$ cat config.mk
export PLATFORM = sky130hd
export DESIGN_NAME = evad_queue
export DESIGN_NICKNAME = d
export VERILOG_FILES = /design/src/rtl/evad_pkg.sv /design/src/rtl/evad_queue.sv
export SDC_FILE = /design/constraint.sdc
export NUM_CORES = 1
export LEC_CHECK = 0
export ABC_AREA = 0
export BUFFER_PORTS_ARGS = -buffer_cell sky130_fd_sc_hd__buf_2
export CORE_ASPECT_RATIO = 1.4
export CORE_MARGIN = 2
export CORE_UTILIZATION = 55
export CTS_CLUSTER_DIAMETER = 40
export DETAILED_ROUTE_END_ITERATION = 7
export GPL_ROUTABILITY_DRIVEN = 0
export PLACE_DENSITY = 0.9
export SLEW_MARGIN = 5
export SYNTH_ARGS = -nofsm -noshare
export SYNTH_HDL_FRONTEND = slang
export SYNTH_SLANG_ARGS = --single-unit
$ cat constraint.sdc
create_clock -name clk -period 9.5 [get_ports clk]
set_input_delay 0.475 -clock clk [delete_from_list [all_inputs] [get_ports clk]]
set_output_delay 0.475 -clock clk [all_outputs]
set_load 0.05 [all_outputs]
$ cat src/rtl/evad_pkg.sv
`timescale 1ns / 1ps
package evad_pkg;

  localparam int WINDOW_MAX_DEF = 2048;
  localparam int SENS_LEVELS    = 4;
  localparam int CNT_LIM_W      = 13;
  localparam int SUM_LIM_W      = 29;

  localparam logic [2:0] CFG_SENS   = 3'd0;
  localparam logic [2:0] CFG_ONSET  = 3'd1;
  localparam logic [2:0] CFG_HANG   = 3'd2;
  localparam logic [2:0] CFG_CALW   = 3'd3;
  localparam logic [2:0] CFG_CALM   = 3'd4;
  localparam logic [2:0] CFG_MINTHR = 3'd5;
  localparam logic [2:0] CFG_FBTHR  = 3'd6;

  localparam logic [1:0] EV_NONE  = 2'd0;
  localparam logic [1:0] EV_START = 2'd1;
  localparam logic [1:0] EV_END   = 2'd2;

  typedef struct packed {
    logic [1:0]  sensitivity;
    logic [3:0]  onset_windows;
    logic [15:0] hangover_ms;
    logic [7:0]  calibration_windows;
    logic [3:0]  calibration_multiplier;
    logic [14:0] min_threshold;
    logic [14:0] fallback_threshold;
  } cfg_t;

  typedef struct packed {
    logic [CNT_LIM_W-1:0]        cnt;
    logic signed [SUM_LIM_W-1:0] sum;
    logic [31:0]                 ms;
  } job_t;

  typedef struct packed {
    logic mem_busy;
  } status_t;

  function automatic logic [3:0] sens_mult(input logic [1:0] sel);
    logic [3:0] m;
    case (sel)
      2'd0: m = 4'd1;
      2'd1: m = 4'd2;
      2'd2: m = 4'd4;
      2'd3: m = 4'd8;
      default: m = 4'd1;
    endcase
    return m;
  endfunction

endpackage

$ cat src/rtl/evad_queue.sv
`timescale 1ns / 1ps
module evad_queue (
  input  logic             clk,
  input  logic             rst_n,
  input  logic             push,
  input  evad_pkg::job_t   push_job,
  input  logic             pop,
  output evad_pkg::job_t   head_job,
  output logic             empty,
  output logic             full
);
  import evad_pkg::*;

  job_t       slot_r [2];
  logic       wp_r, wp_nxt, rp_r, rp_nxt;
  logic [1:0] lvl_r, lvl_nxt;

  assign empty    = (lvl_r == 2'd0);
  assign full     = (lvl_r == 2'd2);
  assign head_job = slot_r[rp_r];

  always_comb begin
    wp_nxt  = wp_r;
    rp_nxt  = rp_r;
    lvl_nxt = lvl_r;
    if (push && !full) begin
      wp_nxt  = ~wp_r;
      lvl_nxt = lvl_nxt + 2'd1;
    end
    if (pop && !empty) begin
      rp_nxt  = ~rp_r;
      lvl_nxt = lvl_nxt - 2'd1;
    end
  end

  always_ff @(posedge clk) begin
    if (!rst_n) begin
      wp_r  <= 1'b0;
      rp_r  <= 1'b0;
      lvl_r <= 2'd0;
    end else begin
      wp_r  <= wp_nxt;
      rp_r  <= rp_nxt;
      lvl_r <= lvl_nxt;
    end
  end

  always_ff @(posedge clk) begin
    if (push && !full) begin
      slot_r[wp_r] <= push_job;
    end
  end
endmodule

Word level (Yosys, flattened, before mapping)
Memories as Yosys holds them, arrays and structs flattened. A register that Yosys moved wholly into a read port is not among the register bits.
Index checks and enable logic that the tools add are counted.
- RAM bits: 148
- output and inout bits: 76
- word-level logic and storage cells: 20
- memories kept: 1
- input port bits: 78
- register bits after elaboration: 4
- memories (memory ; words ; width ; read ports ; clocked after memory_dff ; write ports ; line ; RTL):
    slot_r ; 2 ; 74 ; 1 ; 1 ; 1 ; evad_queue.sv:14 ; job_t slot_r [2];
- bitwise gates (word level): 2
- muxes and demuxes: 6
- equal/unequal tests: 1
- add/subtract/negate cells: 2
- reductions and logical operators: 5
- operators with widths (operator ; number):
    2-to-1 mux 1 bit ; 4
    2-to-1 mux 2 bit ; 2
    adder 2 x 1 -> 2 bit (second input constant) ; 1
    equality test 2 bit (second input constant) ; 1
    logical AND 1 bit ; 2
    logical NOT 1 bit ; 2
    logical NOT 2 bit ; 1
    NOT 1 bit ; 2
    subtractor 2 x 1 -> 2 bit (second input constant) ; 1

Logic depth before layout (Yosys ltp)
- depth after elaboration: 6
- depth in mapped cells: 5
- mapped depth without buffers: 5

Worst setup path before layout
Ideal clock, no wire load.
- kind: register to register
- from: reg lvl_r[0]
- to: mem slot_r[0][0] in the netlist's numbering, enable pin
- library setup time: 0.508 ns
- period minus slack after synthesis: 4.762 ns
- arrival: 4.254 ns
- slack: 4.738 ns
- cell stages (with the launch flop): 5
- cells stage by stage: dfxtp_1 > inv_1 > ha_1 > nand2b_1 > nor2_1
- cells in the longest elaborated chain, start to end: 5
- RTL lines (item ; line ; RTL):
    start, declared ; evad_queue.sv:16 ; logic [1:0] lvl_r, lvl_nxt;
    start signal, assigned ; evad_queue.sv:44 ; lvl_r <= lvl_nxt;
    equality test 2 bit ; evad_queue.sv:19 ; assign full = (lvl_r == 2'd2);
    via full ; evad_queue.sv:10 ; output logic full
    logical NOT 1 bit ; evad_queue.sv:49 ; if (push && !full) begin
    logical AND 1 bit ; evad_queue.sv:49 ;
    2-to-1 mux 1 bit ; evad_queue.sv:49 ;
    2-to-1 mux 1 bit (not written as such) ; evad_queue.sv:50 ; slot_r[wp_r] <= push_job;
    end, declared ; evad_queue.sv:14 ;
The timed path passes the listed nets, and every way through them passes these cells.

==> metrics.txt <==
# TYPE chip_impl_metric gauge
chip_impl_info{name="status",value="finished, final reports clean"} 1
chip_impl_metric{name="mappedNetlistArea",unit="sq um"} 5880
chip_impl_metric{name="cell_int_power",unit="mW"} 1.51
chip_impl_info{name="timing.critical_path.to_type",value="output pin"} 1
chip_impl_metric{name="yosysSeqAreaShare",unit="%"} 77.3
chip_impl_metric{name="insertion_delay",unit="ps"} 400
chip_impl_metric{name="finalPower",unit="mW"} 2.33
chip_impl_info{name="setup_crit_path_kind",value="flop to output pin"} 1
chip_impl_metric{name="drc_errors",unit=""} 0
chip_impl_metric{name="worst_pin_slew",unit="ps"} 895
chip_impl_info{name="leading_cell_type_in_the_layout_fill_and_taps_excluded",value="sky130_fd_sc_hd__buf_2"} 1
chip_impl_metric{name="cts_hold_buffers",unit=""} 0
chip_impl_metric{name="fin_tns_setup",unit="ps"} 0
chip_impl_metric{name="postCtsSetupRepairBufs",unit=""} 0
chip_impl_metric{name="cts.sinks",unit=""} 153
chip_impl_info{name="holdCritPathClass",value="input port to flop"} 1
chip_impl_metric{name="num-fill-cells",unit=""} 653
chip_impl_metric{name="grt_first_pass_wirelength",unit="microns"} 15000
chip_impl_metric{name="vias_post_dr",unit=""} 2892
chip_impl_metric{name="gr-usage-all-layers",unit="%"} 17.7
chip_impl_metric{name="leakagePower",unit="nW"} 2.88
chip_impl_info{name="grt_setup_unrepaired",value="false"} 1
chip_impl_metric{name="design.portCount",unit=""} 154
chip_impl_metric{name="period_minus_slack",unit="ps"} 2950
chip_impl_metric{name="wl_per_cell",unit="microns"} 17.1
chip_impl_metric{name="ir_drop",unit="mV"} 0.199
chip_impl_metric{name="cts.path.max_buffers",unit=""} 2
chip_impl_metric{name="final-max-slew-violation-count",unit=""} 0
chip_impl_metric{name="die_area",unit="sq um"} 11500
chip_impl_metric{name="flop_pwr_share",unit="%"} 38.3
chip_impl_metric{name="initial_antenna_violation_count",unit=""} 0
chip_impl_metric{name="synth.lib_cells_used.distinct",unit=""} 25
chip_impl_metric{name="cts-htree-levels",unit=""} 4
chip_impl_metric{name="initial_core_util",unit="%"} 56.5
chip_impl_metric{name="antenna-diode-count",unit=""} 0
chip_impl_metric{name="yosys_warnings",unit=""} 0
chip_impl_metric{name="p_clk_share",unit="%"} 27.2
chip_impl_metric{name="placedCellCount",unit=""} 548
chip_impl_metric{name="fin_worst_skew",unit="ps"} 11.1
chip_impl_metric{name="synth-seq-cells",unit=""} 153
chip_impl_metric{name="share_comb_of_total_power",unit="%"} 34.5
chip_impl_metric{name="wirelength",unit="microns"} 9930
chip_impl_metric{name="detailedPlacementHpwl",unit="microns"} 6700
chip_impl_metric{name="fp.dieH",unit="microns"} 126
chip_impl_metric{name="grt_overflow_total",unit=""} 0
chip_impl_metric{name="floorplan.rows",unit=""} 44
chip_impl_metric{name="worstPathRequired",unit="ps"} 9030
chip_impl_metric{name="finalHoldViolCount",unit=""} 0
chip_impl_metric{name="io_buffer_count",unit=""} 153
chip_impl_metric{name="drt_pre_antenna_iters",unit=""} 4
chip_impl_metric{name="syn-instance-count",unit=""} 263
chip_impl_metric{name="swShare",unit="%"} 35.5
chip_impl_metric{name="die_width",unit="microns"} 91.4
chip_impl_metric{name="maxClockFrequency",unit="GHz"} 0.338
chip_impl_info{name="hold_start",value="push_job[29]"} 1
chip_impl_metric{name="synth_nets",unit=""} 343
chip_impl_metric{name="area_delta_synth_final",unit="%"} 24.8
chip_impl_metric{name="fin_nets",unit=""} 509
chip_impl_metric{name="placeableCoreArea",unit="sq um"} 10400
chip_impl_metric{name="syn-mean-instance-area",unit="sq um"} 22.4
chip_impl_metric{name="route.antenna.remaining_nets",unit=""} 0
chip_impl_metric{name="viasPerCell",unit=""} 4.99
chip_impl_metric{name="finish.cell_count_without_fillers",unit=""} 580
chip_impl_metric{name="highest_fanout_seen_on_the_critical_path",unit=""} 41
chip_impl_metric{name="cts_buffers",unit=""} 17
chip_impl_info{name="most_frequent_cells_in_the_layout",value="sky130_fd_sc_hd__buf_2 (153), sky130_fd_sc_hd__edfxtp_1 (148), sky130_fd_sc_hd__mux2_4 (60), sky130_fd_sc_hd__clkbuf_16 (17), sky130_fd_sc_hd__mux2_2 (14)"} 1
chip_impl_metric{name="slew_headroom",unit="%"} 40.2
chip_impl_metric{name="clk_transition_reported_paths",unit="ps"} 60
chip_impl_metric{name="total_of_cells_resized_after_clock_tree_synthesis",unit=""} 0
chip_impl_metric{name="via_count_of_the_first_global_routing_pass",unit=""} 3090
chip_impl_metric{name="grt_max_degree",unit=""} 48
chip_impl_metric{name="final_layout_size_suffix_gt1_share",unit="%"} 59.0
chip_impl_info{name="cts_root_buffer",value="sky130_fd_sc_hd__clkbuf_16"} 1
chip_impl_metric{name="power.density_cell_area",unit="nW/um^2"} 318
chip_impl_metric{name="maxCapViolations",unit=""} 0
chip_impl_metric{name="report.final.setup_viol",unit=""} 0
chip_impl_metric{name="drt-initial-drc-count",unit=""} 206
chip_impl_metric{name="final_min_period_over_clock_period",unit="%"} 31.1
chip_impl_metric{name="worst-endpoint-arrival",unit="ps"} 2480
chip_impl_metric{name="switching_power",unit="mW"} 0.830
chip_impl_info{name="cts_tree",value="done"} 1
chip_impl_info{name="cp-start-kind",value="flop"} 1
chip_impl_info{name="worstReg2RegStart",value="lvl_r[0]"} 1
worst paths after layout:
kind | endpoint | slack (ps) | depth (start not counted)
min reg2reg | lvl_r[1] | 530 | 2
max reg2reg | slot_r[1][52] | 6740 | 5
min | slot_r[0][29] | 260 | 1
max | head_job[68] | 6550 | 3
logic make-up after synthesis:
group           after synthesis  share of synthesized area, %
flops                       153                          77.3
fa+ha+maj                     2                         0.425
simple gates                 16                          1.70
mux                          76                          18.3
buf+inv                      12                          1.70
xor+xnor                      2                         0.298
compound gates                2                         0.255
power groups by stage:
stage / clock [mW] / sequential (mW) / combinational, mW
after detailed placement: 0 / 0.910 / 0.813
after global placement: 0 / 0.902 / 0.803
after global routing: 0.673 / 0.905 / 0.842
after CTS: 0.646 / 0.897 / 0.815
final: 0.634 / 0.895 / 0.806
after floorplan: 0 / 0.882 / 0.707
layer usage:
layer	wire, microns	part of all wire, %	track usage, %	up-vias
met3	512	5.2	5.70	10
met2	5670	57	31.7	109
met4	187	1.9	9.27	0
met1	3560	36	18.2	1407
li1	-	-	-	1366
met5	0	0	0	-
state kept, by name, summed over array words and instances (netlist names), named ones only:
name,flops
wp_r,1
rp_r,1
lvl_r,2
slot_r,148
critical path: stages, from the launching register on:
cell and delay (ps):
sky130_fd_sc_hd__dfxtp_4 730, sky130_fd_sc_hd__buf_4 670, sky130_fd_sc_hd__mux2_2 420, sky130_fd_sc_hd__buf_2 210
through the flow:
| stage | utilization, % | hold WS [ps] | worst slack [ps] | area (sq um) |
|---|---|---|---|---|
| 3_5_place_dp | 65.1 | 525 | 6730 | 6770 |
| 4_1_cts | 70.6 | 239 | 6480 | 7340 |
| 5_1_grt | 70.6 | 237 | 6400 | 7340 |
| 6_report | 70.6 | 258 | 6550 | 7340 |
| 3_3_place_gp | 65.1 | 505 | 6830 | 6770 |
| 2_1_floorplan | - | 485 | 4740 | 5880 |
cells in the mapped netlist, drive strengths merged:
cell    instances  area share (%)
nor3b           1            0.13
buf             9             1.5
xor2            1            0.15
and4b           1            0.17
ha              2            0.43
nand2b          1            0.11
o211ai          1            0.13
and2            2            0.21
nand3b          1            0.13
nor2            3            0.19
and4bb          1            0.21
mux2i           2            0.34
edfxtp        148              76
dfxtp           5             1.7
nor2b           1            0.11
o21a            1            0.13
inv             3            0.19
nand4           1            0.11
mux2           74              18
xnor2           1            0.15
nand2           2            0.13
nand3           1           0.085
and2b           1            0.13
final cells by class:
type,instances,area [sq um],area share [%]
clock buffer,24,472,6.43
sequential,153,4550,62.0
clock inverter,8,97.6,1.33
timing repair buffer,156,788,10.7
inverter,3,11.3,0.153
tap,138,173,2.35
multi-input combinational,98,1250,17.0
No activity file was read; power rests on OpenSTA's default activity.
